`config.mk`:
```
export PLATFORM = sky130hd
export DESIGN_NAME = uart_drive_command_parser_top_flat
export DESIGN_NICKNAME = d
export VERILOG_FILES = /design/src/rtl/udcp_pkg.sv /design/src/rtl/udcp_if.sv /design/src/rtl/udcp_apb_regs.sv /design/src/rtl/udcp_line_parser.sv /design/src/rtl/udcp_watchdog.sv /design/src/rtl/uart_drive_command_parser_top.sv /design/src/flat_wrapper.sv
export SDC_FILE = /design/constraint.sdc
export NUM_CORES = 1
export LEC_CHECK = 0
export BUFFER_PORTS_ARGS = -buffer_cell sky130_fd_sc_hd__buf_2
export CORE_MARGIN = 4
export CORE_UTILIZATION = 32
export DETAILED_ROUTE_END_ITERATION = 6
export PLACE_DENSITY = 0.56
export SYNTH_ARGS = -nofsm -noshare
export SYNTH_HDL_FRONTEND = slang
export SYNTH_SLANG_ARGS = --single-unit
```
`constraint.sdc`:
```
create_clock -name clk -period 6.4 [get_ports clk]
set_clock_uncertainty 0.2 [all_clocks]
set_input_delay 0.64 -clock clk [delete_from_list [all_inputs] [get_ports clk]]
set_output_delay 0.64 -clock clk [all_outputs]
set_load 0.01 [all_outputs]
```
`src/rtl/udcp_pkg.sv`:
```
// udcp_pkg: shared types and constants for the UART drive command parser.
// No dependencies; every other file of the block but udcp_if refers to it by scoped names.
package udcp_pkg;

    // input word kinds
    typedef enum logic [1:0] {
        CMD_BYTE  = 2'd0,
        CMD_TICK  = 2'd1,
        CMD_ERROR = 2'd2
    } cmd_t;

    // result actions
    typedef enum logic [1:0] {
        ACT_SET_TARGETS = 2'd0,
        ACT_STOP_CMD    = 2'd1,
        ACT_STOP_WDOG   = 2'd2
    } action_t;

    // APB register map: index is paddr[2]
    localparam int PADDR_W = 3;
    localparam logic REG_TIMEOUT_IDX = 1'b0;
    localparam logic REG_ENABLE_IDX  = 1'b1;

    localparam logic [15:0] TIMEOUT_RESET = 16'd500;
    localparam logic        ENABLE_RESET  = 1'b1;

    localparam int ELAPSED_W = 17;

    // characters
    localparam logic [7:0] CH_NUL   = 8'h00;
    localparam logic [7:0] CH_TAB   = 8'h09;
    localparam logic [7:0] CH_LF    = 8'h0A;
    localparam logic [7:0] CH_VT    = 8'h0B;
    localparam logic [7:0] CH_FF    = 8'h0C;
    localparam logic [7:0] CH_CR    = 8'h0D;
    localparam logic [7:0] CH_SPACE = 8'h20;
    localparam logic [7:0] CH_PLUS  = 8'h2B;
    localparam logic [7:0] CH_COMMA = 8'h2C;
    localparam logic [7:0] CH_MINUS = 8'h2D;
    localparam logic [7:0] CH_ZERO  = 8'h30;
    localparam logic [7:0] CH_NINE  = 8'h39;
    localparam logic [7:0] CH_V     = 8'h56;

    // STOP keyword matcher
    localparam logic [2:0] STOP_DONE   = 3'd4;
    localparam logic [2:0] STOP_FAILED = 3'd5;

    function automatic logic [7:0] stop_char(input logic [1:0] idx);
        logic [7:0] ch;
        case (idx)
            2'd0:    ch = 8'h53;  // S
            2'd1:    ch = 8'h54;  // T
            2'd2:    ch = 8'h4F;  // O
            default: ch = 8'h50;  // P
        endcase
        return ch;
    endfunction

    typedef struct packed {
        logic [15:0] timeout_ms;
        logic        enable;
    } cfg_t;

    // line-end events from the parser
    typedef struct packed {
        logic set_cmd;
        logic stop_cmd;
    } parse_evt_t;

endpackage

```
`src/rtl/udcp_if.sv`:
```
// udcp_if: valid/ready channel interfaces for input words and result words.
// Depends on nothing; widths of the result targets follow TARGET_BITS.
interface udcp_in_if;
    logic       valid;
    logic       ready;
    logic [1:0] command;
    logic [7:0] rx_byte;

    modport source (output valid, command, rx_byte, input ready);
    modport sink   (input valid, command, rx_byte, output ready);
endinterface

interface udcp_out_if #(
    parameter int TARGET_BITS = 16
);
    logic                          valid;
    logic                          ready;
    logic [1:0]                    action;
    logic signed [TARGET_BITS-1:0] left_target;
    logic signed [TARGET_BITS-1:0] right_target;

    modport source (output valid, action, left_target, right_target, input ready);
    modport sink   (input valid, action, left_target, right_target, output ready);
endinterface

```
`src/rtl/udcp_apb_regs.sv`:
```
// udcp_apb_regs: APB register file holding watchdog timeout and enable.
// Depends on udcp_pkg.
module udcp_apb_regs (
    input  logic                        clk,
    input  logic                        rst_n,
    input  logic                        psel,
    input  logic                        penable,
    input  logic                        pwrite,
    input  logic [udcp_pkg::PADDR_W-1:0] paddr,
    input  logic [31:0]                 pwdata,
    output logic [31:0]                 prdata,
    output logic                        pready,
    output udcp_pkg::cfg_t              cfg
);

    logic [15:0] timeout_reg;
    logic        enable_reg;
    logic        wr_en;

    assign pready = 1'b1;
    assign wr_en  = psel && penable && pwrite;

    always_ff @(posedge clk or negedge rst_n)
    begin
        if (!rst_n)
        begin
            timeout_reg <= udcp_pkg::TIMEOUT_RESET;
            enable_reg  <= udcp_pkg::ENABLE_RESET;
        end
        else if (wr_en)
        begin
            unique case (paddr[2])
                udcp_pkg::REG_TIMEOUT_IDX: timeout_reg <= pwdata[15:0];
                default:                   enable_reg  <= pwdata[0];
            endcase
        end
    end

    always_comb
    begin
        unique case (paddr[2])
            udcp_pkg::REG_TIMEOUT_IDX: prdata = {16'd0, timeout_reg};
            default:                   prdata = {31'd0, enable_reg};
        endcase
    end

    assign cfg.timeout_ms = timeout_reg;
    assign cfg.enable     = enable_reg;

endmodule

```
`src/rtl/udcp_line_parser.sv`:
```
// udcp_line_parser: incremental per-byte parse of V,<int>,<int> and STOP lines.
// Depends on udcp_pkg; emits line-end events and the saturated targets.
module udcp_line_parser #(
    parameter int LINE_CAPACITY = 64,
    parameter int TARGET_BITS   = 16
) (
    input  logic                          clk,
    input  logic                          rst_n,
    input  logic                          take,
    input  logic [1:0]                    command,
    input  logic [7:0]                    rx_byte,
    output udcp_pkg::parse_evt_t          evt,
    output logic signed [TARGET_BITS-1:0] left_target,
    output logic signed [TARGET_BITS-1:0] right_target
);

    localparam int FILL_W = $clog2(LINE_CAPACITY);
    localparam int WIDE_W = TARGET_BITS + 4;
    localparam logic [FILL_W-1:0] FILL_LAST = FILL_W'(LINE_CAPACITY - 1);
    localparam logic [TARGET_BITS-1:0] LIMIT = {1'b1, {(TARGET_BITS-1){1'b0}}};
    localparam logic [TARGET_BITS-1:0] POS_MAX = LIMIT - 1'b1;

    typedef enum logic [9:0] {
        PH_EXPECT_V     = 10'b00_0000_0001,
        PH_EXPECT_COMMA = 10'b00_0000_0010,
        PH_LEFT_START   = 10'b00_0000_0100,
        PH_LEFT_SIGN    = 10'b00_0000_1000,
        PH_LEFT_DIGITS  = 10'b00_0001_0000,
        PH_RIGHT_START  = 10'b00_0010_0000,
        PH_RIGHT_SIGN   = 10'b00_0100_0000,
        PH_RIGHT_DIGITS = 10'b00_1000_0000,
        PH_MATCHED      = 10'b01_0000_0000,
        PH_FAILED       = 10'b10_0000_0000
    } phase_t;

    // mag*10 + digit, capped at 2^(TARGET_BITS-1)
    function automatic logic [TARGET_BITS-1:0] add_digit(
        input logic [TARGET_BITS-1:0] mag,
        input logic [7:0]             ch
    );
        logic [WIDE_W-1:0] wide;
        wide = ({4'd0, mag} << 3) + ({4'd0, mag} << 1) + {{TARGET_BITS{1'b0}}, ch[3:0]};
        return (wide > {4'd0, LIMIT}) ? LIMIT : wide[TARGET_BITS-1:0];
    endfunction

    function automatic logic [TARGET_BITS-1:0] to_target(
        input logic [TARGET_BITS-1:0] mag,
        input logic                   neg
    );
        logic [TARGET_BITS-1:0] res;
        if (neg)
            res = ~mag + 1'b1;  // mag never exceeds LIMIT
        else
            res = (mag > POS_MAX) ? POS_MAX : mag;
        return res;
    endfunction

    phase_t                 phase_reg, phase_next;
    logic [FILL_W-1:0]      fill_reg, fill_next;
    logic [TARGET_BITS-1:0] lmag_reg, lmag_next, rmag_reg, rmag_next;
    logic                   lneg_reg, lneg_next, rneg_reg, rneg_next;
    logic [2:0]             stop_reg, stop_next;
    logic                   ended_reg, ended_next;

    logic is_blank, is_digit, is_sign, is_minus;

    assign is_blank = (rx_byte == udcp_pkg::CH_SPACE) || (rx_byte == udcp_pkg::CH_TAB)
                   || (rx_byte == udcp_pkg::CH_VT) || (rx_byte == udcp_pkg::CH_FF);
    assign is_digit = (rx_byte >= udcp_pkg::CH_ZERO) && (rx_byte <= udcp_pkg::CH_NINE);
    assign is_minus = (rx_byte == udcp_pkg::CH_MINUS);
    assign is_sign  = is_minus || (rx_byte == udcp_pkg::CH_PLUS);

    assign left_target  = to_target(lmag_reg, lneg_reg);
    assign right_target = to_target(rmag_reg, rneg_reg);

    always_comb
    begin
        phase_next = phase_reg;
        fill_next  = fill_reg;
        lmag_next  = lmag_reg;
        lneg_next  = lneg_reg;
        rmag_next  = rmag_reg;
        rneg_next  = rneg_reg;
        stop_next  = stop_reg;
        ended_next = ended_reg;
        evt        = '0;

        if (take && (command == udcp_pkg::CMD_ERROR))
        begin
            phase_next = PH_EXPECT_V;
            fill_next  = '0;
            lmag_next  = '0;
            lneg_next  = 1'b0;
            rmag_next  = '0;
            rneg_next  = 1'b0;
            stop_next  = '0;
            ended_next = 1'b0;
        end
        else if (take && (command == udcp_pkg::CMD_BYTE) && (rx_byte != udcp_pkg::CH_CR))
        begin
            if ((rx_byte == udcp_pkg::CH_LF) || (fill_reg == FILL_LAST))
            begin
                // line end or overflow: judge (line feed only) and clear
                if ((rx_byte == udcp_pkg::CH_LF) && (fill_reg != '0))
                begin
                    evt.set_cmd  = (phase_reg == PH_RIGHT_DIGITS) || (phase_reg == PH_MATCHED);
                    evt.stop_cmd = !evt.set_cmd && (stop_reg == udcp_pkg::STOP_DONE);
                end
                phase_next = PH_EXPECT_V;
                fill_next  = '0;
                lmag_next  = '0;
                lneg_next  = 1'b0;
                rmag_next  = '0;
                rneg_next  = 1'b0;
                stop_next  = '0;
                ended_next = 1'b0;
            end
            else
            begin
                fill_next = fill_reg + 1'b1;
                if (!ended_reg && (rx_byte == udcp_pkg::CH_NUL))
                    ended_next = 1'b1;
                else if (!ended_reg)
                begin
                    // STOP keyword
                    if ((stop_reg < udcp_pkg::STOP_DONE)
                        && (rx_byte == udcp_pkg::stop_char(stop_reg[1:0])))
                        stop_next = stop_reg + 1'b1;
                    else
                        stop_next = udcp_pkg::STOP_FAILED;

                    // V,<int>,<int> pattern
                    unique case (phase_reg)
                        PH_EXPECT_V:
                            phase_next = (rx_byte == udcp_pkg::CH_V) ? PH_EXPECT_COMMA : PH_FAILED;
                        PH_EXPECT_COMMA:
                            phase_next = (rx_byte == udcp_pkg::CH_COMMA) ? PH_LEFT_START
                                                                         : PH_FAILED;
                        PH_LEFT_START, PH_LEFT_SIGN:
                        begin
                            if ((phase_reg == PH_LEFT_START) && is_blank)
                                phase_next = PH_LEFT_START;
                            else if ((phase_reg == PH_LEFT_START) && is_sign)
                            begin
                                lneg_next  = is_minus;
                                phase_next = PH_LEFT_SIGN;
                            end
                            else if (is_digit)
                            begin
                                lmag_next  = add_digit(lmag_reg, rx_byte);
                                phase_next = PH_LEFT_DIGITS;
                            end
                            else
                                phase_next = PH_FAILED;
                        end
                        PH_LEFT_DIGITS:
                        begin
                            if (is_digit)
                                lmag_next = add_digit(lmag_reg, rx_byte);
                            else
                                phase_next = (rx_byte == udcp_pkg::CH_COMMA) ? PH_RIGHT_START
                                                                             : PH_FAILED;
                        end
                        PH_RIGHT_START, PH_RIGHT_SIGN:
                        begin
                            if ((phase_reg == PH_RIGHT_START) && is_blank)
                                phase_next = PH_RIGHT_START;
                            else if ((phase_reg == PH_RIGHT_START) && is_sign)
                            begin
                                rneg_next  = is_minus;
                                phase_next = PH_RIGHT_SIGN;
                            end
                            else if (is_digit)
                            begin
                                rmag_next  = add_digit(rmag_reg, rx_byte);
                                phase_next = PH_RIGHT_DIGITS;
                            end
                            else
                                phase_next = PH_FAILED;
                        end
                        PH_RIGHT_DIGITS:
                        begin
                            if (is_digit)
                                rmag_next = add_digit(rmag_reg, rx_byte);
                            else
                                phase_next = PH_MATCHED;
                        end
                        default:
                            phase_next = phase_reg;
                    endcase
                end
            end
        end
    end

    always_ff @(posedge clk or negedge rst_n)
    begin
        if (!rst_n)
        begin
            phase_reg <= PH_EXPECT_V;
            fill_reg  <= '0;
            lmag_reg  <= '0;
            lneg_reg  <= 1'b0;
            rmag_reg  <= '0;
            rneg_reg  <= 1'b0;
            stop_reg  <= '0;
            ended_reg <= 1'b0;
        end
        else
        begin
            phase_reg <= phase_next;
            fill_reg  <= fill_next;
            lmag_reg  <= lmag_next;
            lneg_reg  <= lneg_next;
            rmag_reg  <= rmag_next;
            rneg_reg  <= rneg_next;
            stop_reg  <= stop_next;
            ended_reg <= ended_next;
        end
    end

endmodule

```
`src/rtl/udcp_watchdog.sv`:
```
// udcp_watchdog: elapsed-millisecond counter and arm flag for command loss.
// Depends on udcp_pkg for the config struct and counter width.
module udcp_watchdog (
    input  logic           clk,
    input  logic           rst_n,
    input  logic           tick,
    input  logic           cmd_ok,
    input  udcp_pkg::cfg_t cfg,
    output logic           fire
);

    logic [udcp_pkg::ELAPSED_W-1:0] elapsed_reg, elapsed_next, elapsed_inc;
    logic                           armed_reg, armed_next;

    // saturating increment
    assign elapsed_inc = (&elapsed_reg) ? elapsed_reg : elapsed_reg + 1'b1;

    always_comb
    begin
        elapsed_next = elapsed_reg;
        armed_next   = armed_reg;
        fire         = 1'b0;
        if (tick)
        begin
            elapsed_next = elapsed_inc;
            if (cfg.enable && armed_reg
                && (elapsed_inc > {1'b0, cfg.timeout_ms}))
            begin
                fire       = 1'b1;
                armed_next = 1'b0;
            end
        end
        else if (cmd_ok)
        begin
            elapsed_next = '0;
            armed_next   = 1'b1;
        end
    end

    always_ff @(posedge clk or negedge rst_n)
    begin
        if (!rst_n)
        begin
            elapsed_reg <= '0;
            armed_reg   <= 1'b0;
        end
        else
        begin
            elapsed_reg <= elapsed_next;
            armed_reg   <= armed_next;
        end
    end

endmodule

```
`src/rtl/uart_drive_command_parser_top.sv`:
```
// uart_drive_command_parser_top: top level of the UART drive command parser.
// Depends on udcp_pkg, udcp_if, udcp_apb_regs, udcp_line_parser, udcp_watchdog.
//
//  channel   dir   handshake        payload
//  -------   ---   ---------------  -------------------------------------------
//  in_ch     in    valid / ready    command[1:0], rx_byte[7:0]
//  out_ch    out   valid / ready    action[1:0], left_target, right_target
//  apb       in    psel / penable   paddr, pwdata, prdata (pready tied high)
//
//  One word per cycle while in_ch.ready is high: each accepted word updates the parser and watchdog
//  state in the same cycle and its result lands in the output register.
//  The result word is registered and appears on out_ch in the cycle after its input word.
//  in_ch.ready drops only while a result sits in the output register and
//  out_ch.ready is low; the output register alone sets that limit.
//  Async active-low reset returns registers to timeout 500 ms, enable 1,
//  an empty line and a disarmed watchdog.
module uart_drive_command_parser_top #(
    parameter int LINE_CAPACITY = 64,
    parameter int TARGET_BITS   = 16
) (
    input  logic                         clk,
    input  logic                         rst_n,
    udcp_in_if.sink                      in_ch,
    udcp_out_if.source                   out_ch,
    input  logic                         psel,
    input  logic                         penable,
    input  logic                         pwrite,
    input  logic [udcp_pkg::PADDR_W-1:0] paddr,
    input  logic [31:0]                  pwdata,
    output logic [31:0]                  prdata,
    output logic                         pready
);

    udcp_pkg::cfg_t       cfg;
    udcp_pkg::parse_evt_t evt;

    logic signed [TARGET_BITS-1:0] left_tgt, right_tgt;
    logic                          take;
    logic                          tick;
    logic                          fire;
    logic                          has_result;

    // output register
    logic                          out_valid_reg, out_valid_next;
    logic [1:0]                    action_reg, action_next;
    logic signed [TARGET_BITS-1:0] left_reg, left_next;
    logic signed [TARGET_BITS-1:0] right_reg, right_next;

    // accept whenever the output register is free or being drained
    assign in_ch.ready = !out_valid_reg || out_ch.ready;
    assign take        = in_ch.valid && in_ch.ready;
    assign tick        = take && (in_ch.command == udcp_pkg::CMD_TICK);

    udcp_apb_regs u_regs (
        .clk     (clk),
        .rst_n   (rst_n),
        .psel    (psel),
        .penable (penable),
        .pwrite  (pwrite),
        .paddr   (paddr),
        .pwdata  (pwdata),
        .prdata  (prdata),
        .pready  (pready),
        .cfg     (cfg)
    );

    udcp_line_parser #(
        .LINE_CAPACITY (LINE_CAPACITY),
        .TARGET_BITS   (TARGET_BITS)
    ) u_parser (
        .clk          (clk),
        .rst_n        (rst_n),
        .take         (take),
        .command      (in_ch.command),
        .rx_byte      (in_ch.rx_byte),
        .evt          (evt),
        .left_target  (left_tgt),
        .right_target (right_tgt)
    );

    udcp_watchdog u_wdog (
        .clk    (clk),
        .rst_n  (rst_n),
        .tick   (tick),
        .cmd_ok (evt.set_cmd || evt.stop_cmd),
        .cfg    (cfg),
        .fire   (fire)
    );

    // a tick word and a byte word never coincide, so at most one source fires
    assign has_result = evt.set_cmd || evt.stop_cmd || fire;

    always_comb
    begin
        out_valid_next = out_valid_reg;
        action_next    = action_reg;
        left_next      = left_reg;
        right_next     = right_reg;
        if (take && has_result)
        begin
            out_valid_next = 1'b1;
            left_next      = '0;
            right_next     = '0;
            if (evt.set_cmd)
            begin
                action_next = udcp_pkg::ACT_SET_TARGETS;
                left_next   = left_tgt;
                right_next  = right_tgt;
            end
            else if (evt.stop_cmd)
                action_next = udcp_pkg::ACT_STOP_CMD;
            else
                action_next = udcp_pkg::ACT_STOP_WDOG;
        end
        else if (out_ch.ready)
            out_valid_next = 1'b0;
    end

    always_ff @(posedge clk or negedge rst_n)
    begin
        if (!rst_n)
            out_valid_reg <= 1'b0;
        else
            out_valid_reg <= out_valid_next;
    end

    // payload needs no reset
    always_ff @(posedge clk)
    begin
        action_reg <= action_next;
        left_reg   <= left_next;
        right_reg  <= right_next;
    end

    assign out_ch.valid        = out_valid_reg;
    assign out_ch.action       = action_reg;
    assign out_ch.left_target  = left_reg;
    assign out_ch.right_target = right_reg;

endmodule
```
`src/flat_wrapper.sv`:
```
// flat-port wrapper written by rule: the top's interface ports become plain ports
module uart_drive_command_parser_top_flat 
#(
    parameter int LINE_CAPACITY = 64,
    parameter int TARGET_BITS   = 16
)
  (clk, rst_n, psel, penable, pwrite, paddr, pwdata, prdata, pready, in_ch_valid, in_ch_command, in_ch_rx_byte, in_ch_ready, out_ch_valid, out_ch_action, out_ch_left_target, out_ch_right_target, out_ch_ready);
  udcp_in_if in_ch_i ();
  udcp_out_if #(.TARGET_BITS(TARGET_BITS)) out_ch_i ();
  input  logic clk;
  input  logic rst_n;
  input  logic psel;
  input  logic penable;
  input  logic pwrite;
  input  logic [udcp_pkg::PADDR_W-1:0] paddr;
  input  logic [31:0] pwdata;
  output logic [31:0] prdata;
  output logic pready;
  input wire logic [$bits(in_ch_i.valid)-1:0] in_ch_valid;
  input wire logic [$bits(in_ch_i.command)-1:0] in_ch_command;
  input wire logic [$bits(in_ch_i.rx_byte)-1:0] in_ch_rx_byte;
  output wire logic [$bits(in_ch_i.ready)-1:0] in_ch_ready;
  output wire logic [$bits(out_ch_i.valid)-1:0] out_ch_valid;
  output wire logic [$bits(out_ch_i.action)-1:0] out_ch_action;
  output wire logic [$bits(out_ch_i.left_target)-1:0] out_ch_left_target;
  output wire logic [$bits(out_ch_i.right_target)-1:0] out_ch_right_target;
  input wire logic [$bits(out_ch_i.ready)-1:0] out_ch_ready;
  assign in_ch_i.valid = in_ch_valid;
  assign in_ch_i.command = in_ch_command;
  assign in_ch_i.rx_byte = in_ch_rx_byte;
  assign in_ch_ready = in_ch_i.ready;
  assign out_ch_valid = out_ch_i.valid;
  assign out_ch_action = out_ch_i.action;
  assign out_ch_left_target = out_ch_i.left_target;
  assign out_ch_right_target = out_ch_i.right_target;
  assign out_ch_i.ready = out_ch_ready;
  uart_drive_command_parser_top #(.LINE_CAPACITY(LINE_CAPACITY), .TARGET_BITS(TARGET_BITS)) u_core (.clk(clk), .rst_n(rst_n), .in_ch(in_ch_i), .out_ch(out_ch_i), .psel(psel), .penable(penable), .pwrite(pwrite), .paddr(paddr), .pwdata(pwdata), .prdata(prdata), .pready(pready));
endmodule
```
==> results of run 1 <==
## metrics by stage
step	setup WS, ns	area [um^2]	util [%]
finish	1.50	11000	36.8
global route	0.907	11000	36.8
CTS	1.50	11000	36.8
detailed placement	1.49	10500	35.0
global placement	1.55	10500	35.0
floorplan	1.91	9820	-
## Yosys cell counts, types with 17 or more instances
cell / instances / area (um^2)
sky130_fd_sc_hd__nor2_1: 88 / 330
sky130_fd_sc_hd__inv_1: 49 / 184
sky130_fd_sc_hd__nand2_1: 110 / 413
sky130_fd_sc_hd__nor3_1: 51 / 255
sky130_fd_sc_hd__ha_1: 89 / 1110
sky130_fd_sc_hd__o31ai_1: 18 / 135
sky130_fd_sc_hd__a21oi_1: 47 / 235
sky130_fd_sc_hd__nand3_1: 37 / 185
sky130_fd_sc_hd__edfxtp_1: 34 / 1020
sky130_fd_sc_hd__xnor2_1: 26 / 228
sky130_fd_sc_hd__dfrtp_1: 82 / 2050
sky130_fd_sc_hd__o21ai_0: 66 / 330
sky130_fd_sc_hd__nand4_1: 20 / 125
sky130_fd_sc_hd__nand2b_1: 17 / 106
sky130_fd_sc_hd__a211oi_1: 33 / 248
sky130_fd_sc_hd__clkbuf_1: 33 / 124
sky130_fd_sc_hd__mux2_2: 23 / 259
sky130_fd_sc_hd__buf_4: 17 / 128
## timing repair
action / CTS / global route
setup endpoints to repair: 0 / 0
hold buffers: 1 / 0
setup buffers: 0 / 0
hold endpoints to repair: 11 / 0
## metal layers
layer | wire, um | up-vias
li1 | - | 4217
met1 | 12100 | 4031
met2 | 11900 | 110
met3 | 792 | 22
met4 | 255 | 0
met5 | 0 | -
## final cells by class
class / instances / area [um^2]
inverter: 49 / 184
tap: 390 / 488
clock inverter: 15 / 114
sequential: 124 / 3280
timing repair buffer: 91 / 475
multi-input combinational: 890 / 6040
fill: 3061 / 18900
clock buffer: 17 / 425
## power by group
| group | total (uW) | switching, uW | internal [uW] |
|---|---|---|---|
| clock | 887 | 389 | 499 |
| sequential | 915 | 43.7 | 871 |
| combinational | 300 | 176 | 124 |
## kinds of logic (layout without fill, tap and decap cells)
| kind of cell | after synthesis | count (layout) | synth area share [%] |
|---|---|---|---|
| buffers and inverters | 110 | 172 | 5.11 |
| and+or+nand+nor | 423 | 423 | 21.9 |
| xor gates and xnor gates | 42 | 42 | 3.77 |
| DFF | 124 | 124 | 33.6 |
| AOI/OAI and AO/OA | 289 | 289 | 20.3 |
| other | 2 | 17 | 0.0769 |
| adders and majority gates | 93 | 93 | 12.2 |
| muxes | 26 | 26 | 2.96 |
## worst max-delay path, delay by kind of cell (launching register included)
kind | cells | cell delay, ns
xor gates and xnor gates | 1 | 0.17
and+or+nand+nor | 10 | 2.29
adders and majority gates | 2 | 0.50
AOI/OAI and AO/OA | 3 | 0.54
DFF | 1 | 0.42
buffers and inverters | 1 | 0.39
## final timing paths
check,startpoint,end,slack [ns],cells after the start
worst max-delay path,u_core.u_wdog.elapsed_reg[0],u_core.out_ch.left_target[10],1.50,17
worst min-delay path,pwdata[6],u_core.u_regs.timeout_reg[6],0.24,2
worst max register to register,u_core.u_wdog.elapsed_reg[0],u_core.out_ch.left_target[10],1.50,17
worst min register to register,u_core.u_parser.ended_reg,u_core.u_parser.ended_reg,0.29,1
max in group asynchronous,rst_n,u_core.u_parser.rmag_reg[10],4.35,3
min in group asynchronous,rst_n,u_core.u_regs.timeout_reg[11],0.43,2
==> impl_results.md, run 1 <==
* Clock-pin slew on the worst setup and hold paths at 0.06 ns
* Number of warnings printed during yosys synthesis at 0
* Final sum of negative setup slack at 0 ns
* Number of buffers added by the clock tree synthesis step at 17
* Async SR Flop Fraction at 72.6%
* Clock latency on the worst-skew pair at 0.43 ns
* Endpoint required time on the critical path at 6.28 ns
* Measured slew at the worst slew-check pin at 1.14 ns
* CTS sink count at 124
* Final Slew Violations at 0
* Standard-cell rows at 63
* Detailed-route wire length at 25.1 mm
* Routed len/inst at 15.9 um
* Worst hold-check slack at 0.245 ns
* Most used DFF post-synth: sky130_fd_sc_hd__dfrtp_1
* Endpoint class of the critical path: flip-flop
* Most common cell after layout, fill and taps aside: sky130_fd_sc_hd__nand2_1
* Share of cells above drive strength 1 at 14.6%
* Portion of the post-synthesis area used by sequential elements at 33.6%
* Layout Cells excl Fill at 1576
* I/O pins at 121
* Hold Violations, Final at 0
* Final GP Congestion at 0.885
* First drt pass iteration count at 5
* Total grt overflow at 0
* Detail Route Antenna Nets at 0
* Count of antenna diodes in the layout at 0
* Die extent in y at 183 um
* Area of the core at 29900 um^2
* GRT met1 Usage at 20.5%
* Count of mapped cells out of synthesis at 1109
* Post-synth EDFFs at 34
* Placed cells at 1543
* Setup repair after global routing missed its margin: no
* Crit path kind: flip-flop to flip-flop
* Via Count at 8380
* Met3 Track Usage GR at 2.57%
* Class of the worst hold path: primary input to flip-flop
* Final HPWL DP at 19.1 mm
* Post-route DRC violation count at 0
* IR drop worst, VDD at 0.128 mV
* Count of input and output buffers at 85
* Max_cap viols at 0
* Maximum achievable frequency at 0.204 GHz
* Detail-routed via count per cell at 5.32
* Biggest fanout along the worst timing path at 32
* Met2 capacity usage during global routing at 24.7%
* Initial antenna violation count at 0
* Number of setup violations in the final report at 0
* Leakage power figure at 0.00510 uW
* Overall power at 2100 uW
* Overall track demand over capacity in global routing at 15.0%
* Register bit count reported by yosys at 124
* Clock tree root driver cell: sky130_fd_sc_hd__clkbuf_16
* Number of flip-flops in the largest register at 17
* Pin count of the biggest net entering global routing at 73
* Post-synthesis cell area at 9760 um^2
* Outcome: finished clean
* Peak-usage layer in the global routing report: met2
* Highest-count cells in the layout ignoring fill and taps: sky130_fd_sc_hd__nand2_1, sky130_fd_sc_hd__ha_1, sky130_fd_sc_hd__nor2_1
* Worst Path Arrival at 4.78 ns
* Fraction of the cycle the final worst path needs at 76.6%
* Global-route wire length before repair at 41.6 mm
* Power per standard cell area at 191 nW/um^2
* Total die area at 33400 um^2
* Post-CTS Resized at 0
* Minimum clock period at 4.90 ns
* CP Cell Sequence: ha_1, and3_1, nand3_1, nor4_1, nand2b_1, nor2_1, xor2_1, ha_1, nand4_1, nor3_1, nor2_1, a21oi_1, o221ai_1, a31oi_1, nand4_1, nand2_1, buf_4
* Netlist cell types at 81
* Final net count at 1318
* Number of global-route vias before repair at 8010
* Cell with the largest stage delay on the worst path: sky130_fd_sc_hd__nor4_1
* Startpoint kind of the worst setup timing path: flip-flop
* Avg Inst Size Synth at 8.80 um^2
* Die Width at 183 um
* Largest buffer count on any clock path at 2
* Max stage delay on crit path at 0.66 ns
* CTS HTree Levels at 4
* TritonCTS clock tree: built
* Area growth syn-to-layout at 12.7%
* Starting density of the core at 32.7%
* Slew headroom at 24.0%
* Number of DRC violations after detailed-routing iteration 0 at 458
Power figures use the tool's default switching activity.
==> run 2, diff against run 1 <==
clock period = 4.9 ns   (was 6.4 ns; I/O delays follow)
==> run 2 against run 1 <==
Against the previous run:
- total power is 41% higher
- clock-buffer cell count unchanged
- non-clock buffer count is 7 higher
- register-to-register slack worse by 1.2 ns
- highest routed layer is now met5
==> impl_results.md, run 2 (synthesis results as in run 1) <==
* Initial antenna violation count at 2 (+2)
* Number of DRC violations after detailed-routing iteration 0 at 482 (+5.2%)
* Fraction of the cycle the final worst path needs at 93.3% (+17 points)
* Detailed-route wire length at 25.2 mm (+0.46%)
* Worst path most repeated cell: sky130_fd_sc_hd__nand4_1
* Largest buffer count on any clock path at 2 (unchanged)
* CP Cell Sequence: and4_1, nand4_1, o41a_1, and4_1, nand3_1, xnor2_1, ha_1, nand4_1, o311ai_0, o221ai_1, a31oi_1, nand4_1, nand2_1, buf_12
* I/O pins at 121 (unchanged)
* Power per standard cell area at 265 nW/um^2 (+39%)
* Leakage power figure at 0.00519 uW (+1.8%)
* IR drop worst, VDD at 0.156 mV (+22%)
* Hold Violations, Final at 0 (unchanged)
* Maximum achievable frequency at 0.219 GHz (+7.2%)
* Number of setup violations in the final report at 0 (unchanged)
* Startpoint kind of the worst setup timing path: flip-flop
* Final HPWL DP at 19.1 mm (+0.42%)
* Biggest fanout along the worst timing path at 32 (unchanged)
* Die Width at 183 um (unchanged)
* Die extent in y at 183 um (unchanged)
* CTS HTree Levels at 4 (unchanged)
* Final net count at 1325 (+0.53%)
* Final GP Congestion at 0.880 (-0.57%)
* Worst Path Arrival at 4.48 ns (-0.30 ns)
* Count of input and output buffers at 85 (unchanged)
* Max_cap viols at 0 (unchanged)
* Max stage delay on crit path at 0.54 ns (-0.12 ns)
* Final Slew Violations at 0 (unchanged)
* Most common cell after layout, fill and taps aside: sky130_fd_sc_hd__nand2_1
* First drt pass iteration count at 5 (unchanged)
* Standard-cell rows at 63 (unchanged)
* Area growth syn-to-layout at 14.4%
* Measured slew at the worst slew-check pin at 0.976 ns (-0.164 ns)
* Highest-count cells in the layout ignoring fill and taps: sky130_fd_sc_hd__nand2_1, sky130_fd_sc_hd__ha_1, sky130_fd_sc_hd__nor2_1
* Endpoint required time on the critical path at 4.81 ns (-1.47 ns)
* TritonCTS clock tree: built
* Class of the worst hold path: primary input to flip-flop
* Detail-routed via count per cell at 5.31 (-0.18%)
* Number of global-route vias before repair at 8226 (+2.7%)
* Slew headroom at 34.1% (+10 points)
* Total area of multi-input combinational cells at 6040 um^2 (unchanged)
* Fill count at 3059 (-0.065%)
* Global-route wire length before repair at 42.5 mm (+2.2%)
* Total grt overflow at 0 (unchanged)
* Final sum of negative setup slack at 0 ns (unchanged)
* Clock tree root driver cell: sky130_fd_sc_hd__clkbuf_16
* Overall power at 2960 uW (+41%)
* Setup repair after global routing missed its margin: no
* Outcome: finished clean
* Detail Route Antenna Nets at 0 (unchanged)
* Crit path kind: flip-flop to flip-flop
* Footprint of the flip-flops and latches at 3280 um^2 (unchanged)
* Minimum clock period at 4.57 ns (-0.330 ns)
* Final non-filler cell area at 11200 um^2 (+1.5%)
* Via Count at 8407 (+0.32%)
* Clock-pin slew on the worst setup and hold paths at 0.06 ns (about the same)
* Postcts setup bufs at 0 (unchanged)
* Cell with the largest stage delay on the worst path: sky130_fd_sc_hd__o41a_1
* Area of the core at 29900 um^2 (unchanged)
* Routed len/inst at 15.9 um (about the same)
* Post-route DRC violation count at 0 (unchanged)
* Endpoint class of the critical path: flip-flop
* Cell area after placement at 10500 um^2 (+0.62%)
* Clock latency on the worst-skew pair at 0.42 ns (about the same)
* Number of flip-flops in the largest register at 17 (unchanged)
* Pin count of the biggest net entering global routing at 55 (-25%)
* CTS sink count at 124 (unchanged)
* Overall track demand over capacity in global routing at 15.3% (+0.29 points)
* Number of buffers added by the clock tree synthesis step at 17 (unchanged)
* Total die area at 33400 um^2 (unchanged)
* Starting density of the core at 32.7% (unchanged)
* Share of cells above drive strength 1 at 15.1% (+0.50 points)
run 2: per-layer routing:
metal / routed length (um) / part of all wire, % / track usage (%)
met1: 12100 / 48 / 21.1
met2: 12000 / 48 / 25.2
met3: 933 / 3.7 / 2.63
met4: 187 / 0.74 / 3.30
met5: 12 / 0.048 / 0
run 2: final timing paths:
path,start,to,slack [ns],cells after the start
max,u_core.u_wdog.elapsed_reg[6],u_core.out_ch.left_target[10],0.33,14
min,pwdata[6],u_core.u_regs.timeout_reg[6],0.1,2
max reg2reg,u_core.u_wdog.elapsed_reg[6],u_core.out_ch.left_target[10],0.33,14
min reg2reg,u_core.u_parser.phase_reg[0],u_core.u_parser.phase_reg[0],0.29,2
max in group asynchronous,rst_n,u_core.u_parser.lmag_reg[2],3.06,3
min in group asynchronous,rst_n,u_core.u_regs.timeout_reg[12],0.48,2
run 2: area by class of cell:
type | count | share of cell area (%)
Antenna cell | 1 | 0.0224
Timing Repair Buffer | 98 | 4.84
Sequential cell | 124 | 29.4
Clock inverter | 15 | 1.88
Clock buffer | 17 | 3.81
Tap cell | 390 | 4.37
Inverter | 49 | 1.65
Multi-Input combinational cell | 890 | 54.0
run 2: report_power, final:
group | total (uW) | leakage [uW] | internal (uW) | switching (uW)
Sequential | 1190 | 0.00158 | 1140 | 55.5
Clock | 1370 | 0.000307 | 861 | 511
Combinational | 390 | 0.00330 | 163 | 227
Total | 2960 | 0.00519 | 2160 | 794
run 2: critical path, delay by kind of cell (launching register included):
kind	cells	cell delay, ns
adders and majority gates	1	0.29
and+or+nand+nor	7	1.55
buffers and inverters	1	0.23
AOI/OAI and AO/OA	4	1.34
DFF	1	0.49
xor gates and xnor gates	1	0.10
run 2: stage by stage:
step           std cells  utilization [%]  hold WS, ns  setup slack, ns
2_1_floorplan       1124                -     -0.00559            0.407
3_3_place_gp        1550             35.2        0.276            0.512
3_5_place_dp        1550             35.2        0.281            0.419
4_1_cts             1583             37.4       0.0749            0.380
5_1_grt             1584             37.4       0.0817            0.104
6_report            1584             37.4       0.0987            0.328
run 2: timing repair:
| action | 4_1_cts | 5_1_grt |
|---|---|---|
| gates resized for setup | 0 | 0 |
| hold buffers | 1 | 0 |
| endpoints found under the hold margin | 45 | 0 |
| setup endpoints to repair | 0 | 0 |
